--- src/design/xsid_pkg.sv ---
// ----------------------------------------------------------------------------
// xsid_pkg
// Shared types, codes and decode helpers for the x86 subset decoder.
// ----------------------------------------------------------------------------
package xsid_pkg;

	localparam logic [3:0] KIND_XOR   = 4'd0;
	localparam logic [3:0] KIND_PUSH  = 4'd1;
	localparam logic [3:0] KIND_ADD   = 4'd2;
	localparam logic [3:0] KIND_SUB   = 4'd3;
	localparam logic [3:0] KIND_CMP   = 4'd4;
	localparam logic [3:0] KIND_MOVST = 4'd5;
	localparam logic [3:0] KIND_MOVLD = 4'd6;
	localparam logic [3:0] KIND_UNIMP = 4'd7;
	localparam logic [3:0] KIND_TRUNC = 4'd8;

	localparam logic [1:0] SIZE_16 = 2'd0;
	localparam logic [1:0] SIZE_32 = 2'd1;
	localparam logic [1:0] SIZE_64 = 2'd2;

	localparam logic [2:0] SEG_CS   = 3'd0;
	localparam logic [2:0] SEG_SS   = 3'd1;
	localparam logic [2:0] SEG_DS   = 3'd2;
	localparam logic [2:0] SEG_ES   = 3'd3;
	localparam logic [2:0] SEG_FS   = 3'd4;
	localparam logic [2:0] SEG_GS   = 3'd5;
	localparam logic [2:0] SEG_NONE = 3'd6;

	localparam logic [7:0] OP_SIZE_PFX = 8'h66;
	localparam logic [7:0] OP_XOR      = 8'h31;
	localparam logic [7:0] OP_GRP1     = 8'h81;
	localparam logic [7:0] OP_GRP1_I8  = 8'h83;
	localparam logic [7:0] OP_MOV_ST   = 8'h89;
	localparam logic [7:0] OP_MOV_LD   = 8'h8b;

	typedef struct packed {
		logic [7:0] code;
		logic       last;
		logic       seg_vld;
		logic [2:0] seg;
		logic       is_osz;
		logic       is_rex;
		logic       has_modrm;
	} entry_t;

	typedef struct packed {
		logic [3:0]  kind;
		logic [7:0]  opcode;
		logic [1:0]  operand_size;
		logic [2:0]  segment;
		logic [4:0]  rex;
		logic [7:0]  modrm_byte;
		logic [7:0]  sib_byte;
		logic [31:0] displacement;
		logic [2:0]  disp_bytes;
		logic [31:0] immediate;
		logic [2:0]  imm_bytes;
		logic [3:0]  length;
	} rec_t;

	function automatic logic [3:0] kind_of(input logic [7:0] op, input logic [7:0] modrm);
		logic [2:0] reg_f;
		logic [3:0] k;
		reg_f = modrm[5:3];
		k = KIND_UNIMP;
		if (op == OP_XOR) begin
			k = KIND_XOR;
		end else if (op[7:3] == 5'b01010) begin
			k = KIND_PUSH;
		end else if (op == OP_GRP1) begin
			if (reg_f == 3'd0) k = KIND_ADD;
			else if (reg_f == 3'd5) k = KIND_SUB;
			else if (reg_f == 3'd7) k = KIND_CMP;
		end else if (op == OP_GRP1_I8) begin
			if (reg_f == 3'd7) k = KIND_CMP;
		end else if (op == OP_MOV_ST) begin
			k = KIND_MOVST;
		end else if (op == OP_MOV_LD) begin
			k = KIND_MOVLD;
		end
		return k;
	endfunction

	function automatic logic [2:0] imm_len_of(input logic [7:0] op, input logic rex_w,
			input logic [1:0] size);
		logic [2:0] n;
		n = 3'd0;
		if (op == OP_GRP1) n = (!rex_w && size == SIZE_16) ? 3'd2 : 3'd4;
		else if (op == OP_GRP1_I8) n = 3'd1;
		return n;
	endfunction

	function automatic logic [31:0] acc_byte(input logic [31:0] acc, input logic [1:0] idx,
			input logic [7:0] b, input logic be);
		logic [31:0] r;
		if (be) begin
			r = {acc[23:0], b};
		end else begin
			case (idx)
				2'd0: r = acc | {24'd0, b};
				2'd1: r = acc | {16'd0, b, 8'd0};
				2'd2: r = acc | {8'd0, b, 16'd0};
				default: r = acc | {b, 24'd0};
			endcase
		end
		return r;
	endfunction

endpackage

--- src/design/xsid_front.sv ---
// ----------------------------------------------------------------------------
// xsid_front
// Input stage: registers each code byte and tags it as prefix or opcode class.
// ----------------------------------------------------------------------------
module xsid_front (
	input  logic              clk,
	input  logic              arst_n,
	input  logic              in_vld,
	output logic              in_rdy,
	input  logic [7:0]        in_code,
	input  logic              in_last,
	output logic              push,
	input  logic              full,
	output xsid_pkg::entry_t  entry
);

	logic             v_s1;
	xsid_pkg::entry_t entry_s1;
	xsid_pkg::entry_t tag;
	logic             accept;

	always_comb begin
		tag = '0;
		tag.code = in_code;
		tag.last = in_last;
		tag.seg_vld = 1'b1;
		unique case (in_code)
			8'h2e: tag.seg = xsid_pkg::SEG_CS;
			8'h36: tag.seg = xsid_pkg::SEG_SS;
			8'h3e: tag.seg = xsid_pkg::SEG_DS;
			8'h26: tag.seg = xsid_pkg::SEG_ES;
			8'h64: tag.seg = xsid_pkg::SEG_FS;
			8'h65: tag.seg = xsid_pkg::SEG_GS;
			default: begin
				tag.seg = xsid_pkg::SEG_NONE;
				tag.seg_vld = 1'b0;
			end
		endcase
		tag.is_osz = (in_code == xsid_pkg::OP_SIZE_PFX);
		tag.is_rex = (in_code[7:4] == 4'h4);
		unique case (in_code)
			8'h29, 8'h31, 8'h32, 8'h33, 8'h38, 8'h81, 8'h83, 8'h89, 8'h8b:
				tag.has_modrm = 1'b1;
			default: tag.has_modrm = 1'b0;
		endcase
	end

	assign in_rdy = !v_s1 || !full;
	assign accept = in_vld && in_rdy;
	assign push   = v_s1 && !full;
	assign entry  = entry_s1;

	always_ff @(posedge clk or negedge arst_n) begin
		if (!arst_n) begin
			v_s1 <= 1'b0;
		end else if (accept) begin
			v_s1 <= 1'b1;
		end else if (push) begin
			v_s1 <= 1'b0;
		end
	end

	always_ff @(posedge clk) begin
		if (accept) entry_s1 <= tag;
	end

endmodule

--- src/design/xsid_queue.sv ---
// ----------------------------------------------------------------------------
// xsid_queue
// Short FIFO of tagged bytes between the input stage and the decode engine.
// ----------------------------------------------------------------------------
module xsid_queue #(
	parameter int DEPTH = 4
) (
	input  logic              clk,
	input  logic              arst_n,
	input  logic              push,
	input  xsid_pkg::entry_t  wr_entry,
	output logic              full,
	input  logic              pop,
	output logic              empty,
	output xsid_pkg::entry_t  rd_entry
);

	localparam int PW = (DEPTH > 1) ? $clog2(DEPTH) : 1;
	localparam int CW = $clog2(DEPTH + 1);
	localparam logic [PW-1:0] LAST_PTR = PW'(DEPTH - 1);
	localparam logic [CW-1:0] FULL_CNT = CW'(DEPTH);

	xsid_pkg::entry_t mem_q [DEPTH];
	logic [PW-1:0]    wr_ptr_q;
	logic [PW-1:0]    rd_ptr_q;
	logic [CW-1:0]    count_q;
	logic             do_push;
	logic             do_pop;

	assign full     = (count_q == FULL_CNT);
	assign empty    = (count_q == '0);
	assign do_push  = push && !full;
	assign do_pop   = pop && !empty;
	assign rd_entry = mem_q[rd_ptr_q];

	always_ff @(posedge clk or negedge arst_n) begin
		if (!arst_n) begin
			wr_ptr_q <= '0;
			rd_ptr_q <= '0;
			count_q  <= '0;
		end else begin
			if (do_push) wr_ptr_q <= (wr_ptr_q == LAST_PTR) ? '0 : wr_ptr_q + 1'b1;
			if (do_pop) rd_ptr_q <= (rd_ptr_q == LAST_PTR) ? '0 : rd_ptr_q + 1'b1;
			if (do_push && !do_pop) count_q <= count_q + 1'b1;
			else if (do_pop && !do_push) count_q <= count_q - 1'b1;
		end
	end

	always_ff @(posedge clk) begin
		if (do_push) mem_q[wr_ptr_q] <= wr_entry;
	end

endmodule

--- src/design/xsid_back.sv ---
// ----------------------------------------------------------------------------
// xsid_back
// Decode engine: walks prefixes, opcode, ModRM, SIB, displacement, immediate
// one byte per cycle while its output slot is free; registers each record.
// ----------------------------------------------------------------------------
module xsid_back (
	input  logic              clk,
	input  logic              arst_n,
	input  logic              byte_order,
	input  logic              empty,
	output logic              pop,
	input  xsid_pkg::entry_t  e,
	output logic              out_vld,
	input  logic              out_rdy,
	output xsid_pkg::rec_t    rec
);

	localparam logic [2:0] PH_PFX0  = 3'd0;
	localparam logic [2:0] PH_PFX1  = 3'd1;
	localparam logic [2:0] PH_PFX2  = 3'd2;
	localparam logic [2:0] PH_PFX3  = 3'd3;
	localparam logic [2:0] PH_MODRM = 3'd4;
	localparam logic [2:0] PH_SIB   = 3'd5;
	localparam logic [2:0] PH_DISP  = 3'd6;
	localparam logic [2:0] PH_IMM   = 3'd7;

	logic [2:0]  phase_q,   n_phase;
	logic [2:0]  seg_q,     n_seg;
	logic [1:0]  size_q,    n_size;
	logic [4:0]  rex_q,     n_rex;
	logic [7:0]  opcode_q,  n_opcode;
	logic [7:0]  modrm_q,   n_modrm;
	logic [7:0]  sib_q,     n_sib;
	logic [31:0] disp_q,    n_disp;
	logic [2:0]  dleft_q,   n_dleft;
	logic [2:0]  dlen_q,    n_dlen;
	logic [31:0] imm_q,     n_imm;
	logic [2:0]  ileft_q,   n_ileft;
	logic [2:0]  ilen_q,    n_ilen;
	logic [3:0]  count_q,   n_count;
	logic        done;
	logic        emit;
	logic [2:0]  tail_dlen;
	logic        tail;
	logic [2:0]  tail_ilen;
	logic        out_vld_q;
	xsid_pkg::rec_t rec_q;
	xsid_pkg::rec_t rec_d;
	logic [3:0]  kind;
	logic [1:0]  dl_idx;
	logic [1:0]  il_idx;

	assign pop = !empty && (!out_vld_q || out_rdy);

	always_comb begin
		n_phase  = phase_q;
		n_seg    = seg_q;
		n_size   = size_q;
		n_rex    = rex_q;
		n_opcode = opcode_q;
		n_modrm  = modrm_q;
		n_sib    = sib_q;
		n_disp   = disp_q;
		n_dleft  = dleft_q;
		n_dlen   = dlen_q;
		n_imm    = imm_q;
		n_ileft  = ileft_q;
		n_ilen   = ilen_q;
		n_count  = (count_q != 4'd15) ? count_q + 4'd1 : count_q;
		done      = 1'b0;
		tail      = 1'b0;
		tail_dlen = 3'd0;
		dl_idx    = 2'(dlen_q - dleft_q);
		il_idx    = 2'(ilen_q - ileft_q);
		unique case (phase_q)
			PH_PFX0, PH_PFX1, PH_PFX2, PH_PFX3: begin
				if (phase_q == PH_PFX0 && e.seg_vld) begin
					n_seg   = e.seg;
					n_phase = PH_PFX1;
				end else if (phase_q <= PH_PFX1 && e.is_osz) begin
					n_size  = xsid_pkg::SIZE_16;
					n_phase = PH_PFX2;
				end else if (phase_q <= PH_PFX2 && e.is_rex) begin
					n_rex = {1'b1, e.code[3:0]};
					if (e.code[3]) n_size = xsid_pkg::SIZE_64;
					n_phase = PH_PFX3;
				end else begin
					n_opcode = e.code;
					if (e.has_modrm) n_phase = PH_MODRM;
					else done = 1'b1;
				end
			end
			PH_MODRM: begin
				n_modrm = e.code;
				if (xsid_pkg::kind_of(opcode_q, e.code) == xsid_pkg::KIND_UNIMP) begin
					done = 1'b1;
				end else if (e.code[2:0] == 3'd4 && e.code[7:6] != 2'd3) begin
					n_phase = PH_SIB;
				end else begin
					tail = 1'b1;
					unique case (e.code[7:6])
						2'd0: tail_dlen = (e.code[2:0] == 3'd5) ? 3'd4 : 3'd0;
						2'd1: tail_dlen = 3'd1;
						2'd2: tail_dlen = 3'd4;
						default: tail_dlen = 3'd0;
					endcase
				end
			end
			PH_SIB: begin
				n_sib = e.code;
				tail  = 1'b1;
				unique case (modrm_q[7:6])
					2'd1: tail_dlen = 3'd1;
					2'd2: tail_dlen = 3'd4;
					default: tail_dlen = (e.code[2:0] == 3'd5) ? 3'd4 : 3'd0;
				endcase
			end
			PH_DISP: begin
				n_disp  = xsid_pkg::acc_byte(disp_q, dl_idx, e.code, byte_order);
				n_dleft = dleft_q - 3'd1;
				if (dleft_q == 3'd1) begin
					if (ilen_q != 3'd0) n_phase = PH_IMM;
					else done = 1'b1;
				end
			end
			PH_IMM: begin
				n_imm   = xsid_pkg::acc_byte(imm_q, il_idx, e.code, byte_order);
				n_ileft = ileft_q - 3'd1;
				if (ileft_q == 3'd1) done = 1'b1;
			end
			default: n_phase = PH_PFX0;
		endcase
		tail_ilen = xsid_pkg::imm_len_of(opcode_q, rex_q[3], size_q);
		if (tail) begin
			n_dlen  = tail_dlen;
			n_dleft = tail_dlen;
			n_ilen  = tail_ilen;
			n_ileft = tail_ilen;
			if (tail_dlen != 3'd0) n_phase = PH_DISP;
			else if (tail_ilen != 3'd0) n_phase = PH_IMM;
			else done = 1'b1;
		end
	end

	assign emit = done || e.last;
	assign kind = done ? xsid_pkg::kind_of(n_opcode, n_modrm) : xsid_pkg::KIND_TRUNC;

	always_comb begin
		rec_d.kind         = kind;
		rec_d.opcode       = n_opcode;
		rec_d.operand_size = (kind == xsid_pkg::KIND_PUSH) ? xsid_pkg::SIZE_64 : n_size;
		rec_d.segment      = n_seg;
		rec_d.rex          = n_rex;
		rec_d.modrm_byte   = n_modrm;
		rec_d.sib_byte     = n_sib;
		if (!done) rec_d.displacement = '0;
		else if (n_dlen == 3'd1) rec_d.displacement = {{24{n_disp[7]}}, n_disp[7:0]};
		else rec_d.displacement = n_disp;
		rec_d.disp_bytes   = done ? n_dlen : 3'd0;
		rec_d.immediate    = done ? n_imm : '0;
		rec_d.imm_bytes    = done ? n_ilen : 3'd0;
		rec_d.length       = n_count;
	end

	always_ff @(posedge clk or negedge arst_n) begin
		if (!arst_n) begin
			phase_q  <= PH_PFX0;
			seg_q    <= xsid_pkg::SEG_NONE;
			size_q   <= xsid_pkg::SIZE_32;
			rex_q    <= '0;
			opcode_q <= '0;
			modrm_q  <= '0;
			sib_q    <= '0;
			disp_q   <= '0;
			dleft_q  <= '0;
			dlen_q   <= '0;
			imm_q    <= '0;
			ileft_q  <= '0;
			ilen_q   <= '0;
			count_q  <= '0;
		end else if (pop) begin
			if (emit) begin
				phase_q  <= PH_PFX0;
				seg_q    <= xsid_pkg::SEG_NONE;
				size_q   <= xsid_pkg::SIZE_32;
				rex_q    <= '0;
				opcode_q <= '0;
				modrm_q  <= '0;
				sib_q    <= '0;
				disp_q   <= '0;
				dleft_q  <= '0;
				dlen_q   <= '0;
				imm_q    <= '0;
				ileft_q  <= '0;
				ilen_q   <= '0;
				count_q  <= '0;
			end else begin
				phase_q  <= n_phase;
				seg_q    <= n_seg;
				size_q   <= n_size;
				rex_q    <= n_rex;
				opcode_q <= n_opcode;
				modrm_q  <= n_modrm;
				sib_q    <= n_sib;
				disp_q   <= n_disp;
				dleft_q  <= n_dleft;
				dlen_q   <= n_dlen;
				imm_q    <= n_imm;
				ileft_q  <= n_ileft;
				ilen_q   <= n_ilen;
				count_q  <= n_count;
			end
		end
	end

	always_ff @(posedge clk or negedge arst_n) begin
		if (!arst_n) begin
			out_vld_q <= 1'b0;
		end else if (pop && emit) begin
			out_vld_q <= 1'b1;
		end else if (out_rdy) begin
			out_vld_q <= 1'b0;
		end
	end

	always_ff @(posedge clk) begin
		if (pop && emit) rec_q <= rec_d;
	end

	assign out_vld = out_vld_q;
	assign rec     = rec_q;

`ifndef SYNTHESIS
	a_mid_insn_counted: assert property (@(posedge clk) disable iff (!arst_n)
		phase_q != PH_PFX0 |-> count_q != 4'd0)
		else $error("decoder mid-instruction with zero byte count");
	a_len_nonzero: assert property (@(posedge clk) disable iff (!arst_n)
		out_vld_q |-> rec_q.length != 4'd0)
		else $error("record with zero length");
	a_disp_left: assert property (@(posedge clk) disable iff (!arst_n)
		phase_q == PH_DISP |-> dleft_q != 3'd0)
		else $error("displacement phase with nothing left");
	a_imm_left: assert property (@(posedge clk) disable iff (!arst_n)
		phase_q == PH_IMM |-> (ileft_q != 3'd0 && dleft_q == 3'd0))
		else $error("immediate phase out of order");
	a_trunc_empty: assert property (@(posedge clk) disable iff (!arst_n)
		(out_vld_q && rec_q.kind == xsid_pkg::KIND_TRUNC) |->
		(rec_q.disp_bytes == 3'd0 && rec_q.imm_bytes == 3'd0))
		else $error("truncated record carries constants");
`endif

endmodule

--- src/design/x86_subset_instruction_decoder_top.sv ---
// ----------------------------------------------------------------------------
// x86_subset_instruction_decoder_top
// Byte-stream decoder for a small x86-64 subset, one record per instruction.
//
// channel   dir  handshake          content
// s_*       in   s_tvalid/s_tready  tdata[7:0] code byte, tlast last byte
// m_*       out  m_tvalid/m_tready  tuser kind, tdata decoded record fields
// cfg_*     in   cfg_we             cfg_wdata byte order (0 LSB first)
//
// One byte per cycle sustained unless the output stalls. A record passes the
// input register, queue and engine output register after its last byte is taken.
// The decode engine advances one byte per cycle whenever its output slot is
// free; a stalled output fills the queue, then drops s_tready.
// arst_n clears all control state; byte order resets to LSB first.
// ----------------------------------------------------------------------------
module x86_subset_instruction_decoder_top #(
	parameter int QUEUE_DEPTH = 4
) (
	input  logic         clk,
	input  logic         arst_n,
	input  logic         s_tvalid,
	output logic         s_tready,
	input  logic [7:0]   s_tdata,   // [7:0] code_byte
	input  logic         s_tlast,
	output logic         m_tvalid,
	input  logic         m_tready,
	output logic [111:0] m_tdata,   // opcode, operand_size, segment, rex, modrm_byte,
	                                // sib_byte, displacement, disp_bytes, immediate,
	                                // imm_bytes, length, zero fill
	output logic [3:0]   m_tuser,   // [3:0] kind
	input  logic         cfg_we,
	input  logic         cfg_wdata
);

	logic             byte_order_q;
	logic             push;
	logic             full;
	logic             empty;
	logic             pop;
	xsid_pkg::entry_t wr_entry;
	xsid_pkg::entry_t rd_entry;
	xsid_pkg::rec_t   rec;

	always_ff @(posedge clk or negedge arst_n) begin
		if (!arst_n) begin
			byte_order_q <= 1'b0;
		end else if (cfg_we) begin
			byte_order_q <= cfg_wdata;
		end
	end

	xsid_front u_front (
		.clk      (clk),
		.arst_n   (arst_n),
		.in_vld   (s_tvalid),
		.in_rdy   (s_tready),
		.in_code  (s_tdata),
		.in_last  (s_tlast),
		.push     (push),
		.full     (full),
		.entry    (wr_entry)
	);

	xsid_queue #(
		.DEPTH (QUEUE_DEPTH)
	) u_queue (
		.clk      (clk),
		.arst_n   (arst_n),
		.push     (push),
		.wr_entry (wr_entry),
		.full     (full),
		.pop      (pop),
		.empty    (empty),
		.rd_entry (rd_entry)
	);

	xsid_back u_back (
		.clk        (clk),
		.arst_n     (arst_n),
		.byte_order (byte_order_q),
		.empty      (empty),
		.pop        (pop),
		.e          (rd_entry),
		.out_vld    (m_tvalid),
		.out_rdy    (m_tready),
		.rec        (rec)
	);

	assign m_tuser = rec.kind;
	assign m_tdata = {4'd0, rec.length, rec.imm_bytes, rec.immediate, rec.disp_bytes,
		rec.displacement, rec.sib_byte, rec.modrm_byte, rec.rex, rec.segment,
		rec.operand_size, rec.opcode};

endmodule
--- config.mk ---
export PLATFORM = sky130hd
export DESIGN_NAME = x86_subset_instruction_decoder_top
export DESIGN_NICKNAME = d
export VERILOG_FILES = /design/src/design/xsid_pkg.sv /design/src/design/xsid_front.sv /design/src/design/xsid_queue.sv /design/src/design/xsid_back.sv /design/src/design/x86_subset_instruction_decoder_top.sv
export SDC_FILE = /design/constraint.sdc
export NUM_CORES = 1
export LEC_CHECK = 0
export ABC_AREA = 1
export ABC_CLOCK_PERIOD_IN_PS = 5600
export CORE_MARGIN = 2
export CORE_UTILIZATION = 55
export CTS_CLUSTER_DIAMETER = 80
export DETAILED_ROUTE_END_ITERATION = 10
export DONT_BUFFER_PORTS = 1
export PLACE_DENSITY = 0.7
export RECOVER_POWER = 50
export SETUP_SLACK_MARGIN = 0.5
export SYNTH_ARGS = -nofsm -noshare
export SYNTH_HDL_FRONTEND = slang
export SYNTH_SLANG_ARGS = --single-unit
--- constraint.sdc ---
create_clock -name clk -period 5.6 [get_ports clk]
set_clock_uncertainty 0.1 [all_clocks]
set_input_delay 0.56 -clock clk [delete_from_list [all_inputs] [get_ports clk]]
set_output_delay 0.56 -clock clk [all_outputs]
set_load 0.005 [all_outputs]
==> results.md <==
- EDFF count, synth: 192
- Inst Count DP: 1,801
- Placer Congestion: 0.888
- Area growth from synthesis to layout: 7.99%
- Net total in the final layout: 1,529
- Library cell used as clock root buffer: clkbuf_16
- Core Area: 27,000 sq um
- Result of the run: finished, violations left
- Worst Setup SP: u_queue.rd_ptr_q[1]
- Clock tree from TritonCTS: built
- Switching Share: 41.0%
- Net load switching power: ~3.9 mW
- # Post-CTS Setup Buffers: 0
- Clk slew on worst S/H paths: 60 ps
- Final hold vios: 0
- Relative contribution of the clock network to total power: 24.6%
- Accumulated negative setup slack: 0 ps
- Peak fanout along the critical path: 30
- Global routing usage summed across all routing layers: between 20% and 30%
- Synthesized area divided by synthesized cell count: ~10 sq um
- Transition time at the pin with the least slew margin: 3350 ps
- Num rows: 60
- Die height: around 170 microns
- Synthesized instance count: 1,514
- Peak supply drop: roughly 0.4 mV
- Number of DRC markers after the initial detailed-route iteration: between 900 and 1,000
- Ys Warns: 0
- Count of instances resized after the clock tree is built: 0
- Worst Hold Class: in -> reg
- Arrival time at the worst endpoint: 4670 ps
- Placement Cell Area: 15,200 sq um
- Reg-to-reg critical path startpoint: u_queue.rd_ptr_q[1]
- Fraction of final layout cells sized beyond drive strength 1: 12.6%
- GRT overflow: 0
- PwrDens: 589 nW/um^2
- Horizontal die dimension: 170 microns
- Part of the Yosys area used for sequential elements: 59.1%
- Worst setup SP type: register
- Final count of negative-setup-slack endpoints: 0
- Post-Synthesis Cell Area: roughly 15,000 sq um
- Final Max Slew Viols: approximately 180
- Bufs on Longest Clock Path: 3
- Clock insertion delay at the later pin of the skew report: 510 ps
- Shortest clock period the worst path allows after layout: approximately 4600 ps
- Inserted Clock Buffers: 34
- Routed via count divided by cell count: 5.65
- Final worst path period share: 81.9%
- Violations in the final reports: capacitance limit, slew limit
- Number of search-and-repair iterations in the first detailed-routing pass: 6
- Number of sinks on the clock net: between 300 and 400
- Count of unique library cells instantiated by Yosys: 49
- Detailed placement HPWL: 22,400 microns
- Antenna violations before repair: 0
- Post-route design area: around 16,000 sq um
- Via count: 10,500
- Wire length of the first global-routing pass: 53,600 microns
- Vias in the first global route: 10,100
- Internal cell power: 5.68 mW
- Largest net degree at the start of global routing: 128
- Residual antenna-violating net count after detailed routing: 0
- Launch instance of the worst min-delay path: s_tlast
- Maximum achievable frequency: 0.218 GHz
- PnR Total Power: 9.63 mW
- Leakage Power: 6.63 nW
- Worst setup path class: reg -> reg
- Top FF cell, synth: edfxtp_1
- Comb pwr share: 35.0%
- Number of port buffers: 0
- Number of diodes added for antenna fixing: 0
- Starting density of the core: 56.0%
- Die footprint: 28,900 sq um
- Kind of capture point of the worst setup path: register
- Hold-fix buffer count after cts: 2
- Flip-flop and latch count after synthesis: ~320
- Max H-tree Level: 2
- Total Wirelength: 34,000 microns
- Average detailed-routed wire length per instance: 18.2 microns
- Residual DRC: 0
- Unrepaired setup endpoints after global routing: false
- Slew Limit Headroom: -123%
- Share of async-settable or async-resettable flops after synthesis: 39.8%
- Post-Layout Cell Count: 1,865
- Required time reported for the critical path endpoint: 5680 ps
- Top-level I/O count: 133
- Max-Cap Viols: 2
- Portion of total power attributed to sequential cells: 40.4%
==> metal layers <==
metal / up-vias / track usage, % / wire length (microns)
li1: 5063 / - / -
met5: - / 0 / 0
met3: 74 / 3.63 / 1930
met4: 0 / 8.18 / 1070
met1: 5084 / 31.3 / 14500
met2: 320 / 40.2 / 16500
==> per-stage QoR <==
stage          setup WS, ps  hold WS (ps)  util, %
2_1_floorplan           847           164        -
3_5_place_dp           1530           174     56.3
6_report               1010          45.8     60.5
4_1_cts                1530          30.3     60.8
5_1_grt                 639          25.3     60.5
3_3_place_gp           1650           174     56.3
==> state kept, by name (all words and copies together) (netlist names), 4 cells and up <==
register	flops
u_front.entry	16
u_back.sib_q	8
u_back.opcode_q	8
u_back.disp_q	32
u_back.count_q	4
u_back.rex_q	5
u_back.modrm_q	8
u_back.imm_q	32
u_back.rec	112
u_queue.mem_q	64
==> worst max-delay path: stages, from the launching register on <==
cell	delay, ps
dfrtp_1	600
inv_1	610
nand3_1	140
nand3_1	280
nand2_1	230
nor2_1	710
a21oi_1	130
nand2_1	210
nor2_8	70
nand2_8	90
nand2_1	250
inv_4	450
buf_4	380
==> final timing paths <==
| kind | to | slack (ps) | cells past startpoint |
|---|---|---|---|
| max in group asynchronous | u_queue.count_q[2] | 1830 | 2 |
| setup reg to reg | u_back.rec[42] | 1010 | 12 |
| min in group asynchronous | u_back.rex_q[2] | 1540 | 2 |
| hold reg to reg | u_back.rex_q[1] | 380 | 2 |
| setup / recovery | u_back.rec[42] | 1010 | 12 |
| hold / removal | u_front.entry[7] | 50 | 0 |
==> power groups by stage <==
stage	sequential [mW]	combinational, mW	clock (mW)
detailed placement	3.94	3.40	0
floorplan	3.86	2.78	0
finish	3.89	3.37	2.36
global route	3.97	3.75	2.48
CTS	3.91	3.43	2.40
global placement	3.94	3.32	0
==> cell families after synthesis <==
logic type	after synthesis	share of synthesized area, %
simple gates	573	16.3
compound gates	368	15.4
buf+inv	228	7.27
other cells	1	0.0248
xor+xnor	9	0.521
flops	319	59.1
fa+ha+maj	16	1.37
==> synthesized netlist by cell type, drive strengths merged, types with 2 or more instances <==
cell / number / area share (%)
nand2: 351 / 9.4
o21ai: 221 / 9.1
edfxtp: 192 / 38
inv: 155 / 3.9
nor2: 148 / 4.1
dfrtp: 124 / 20
a21oi: 67 / 2.3
nand3: 57 / 2.2
buf: 42 / 2.6
clkbuf: 29 / 0.72
o21bai: 24 / 1.2
o211ai: 17 / 0.84
a22oi: 15 / 0.74
ha: 15 / 1.2
nor3: 8 / 0.26
o31ai: 8 / 0.40
xor2: 7 / 0.40
o22ai: 5 / 0.21
or2: 5 / 0.21
a31oi: 3 / 0.12
a32o: 3 / 0.20
dfstp: 3 / 0.52
nand4: 3 / 0.12
clkinv: 2 / 0.050
o21a: 2 / 0.099
xnor2: 2 / 0.12
==> layout by cell type, fill, tap and decap left out, types with 11 or more instances in the layout <==
cell type  Yosys  final
inv_1        149    149
o21ai_2       71     71
nor2_1       135    133
clkbuf_16      0     37
o21bai_1      24     24
a21oi_1       64     64
nand3_1       48     49
nand2_1      330    338
buf_4          6     11
a22oi_1       15     15
dfrtp_1      124    124
o21ai_0      148    148
nor2_2         8     11
ha_1          15     15
o211ai_1      17     17
edfxtp_1     192    192
==> layout make-up <==
| type | count | area (sq um) |
|---|---|---|
| inverter | 157 | 594 |
| clock buffer | 40 | 947 |
| sequential | 319 | 8950 |
| clock inverter | 22 | 241 |
| fill | 2264 | 10700 |
| tap | 341 | 427 |
| multi-input combinational | 970 | 5070 |
| timing repair buffer | 16 | 125 |
Power figures use the tool's default switching activity.
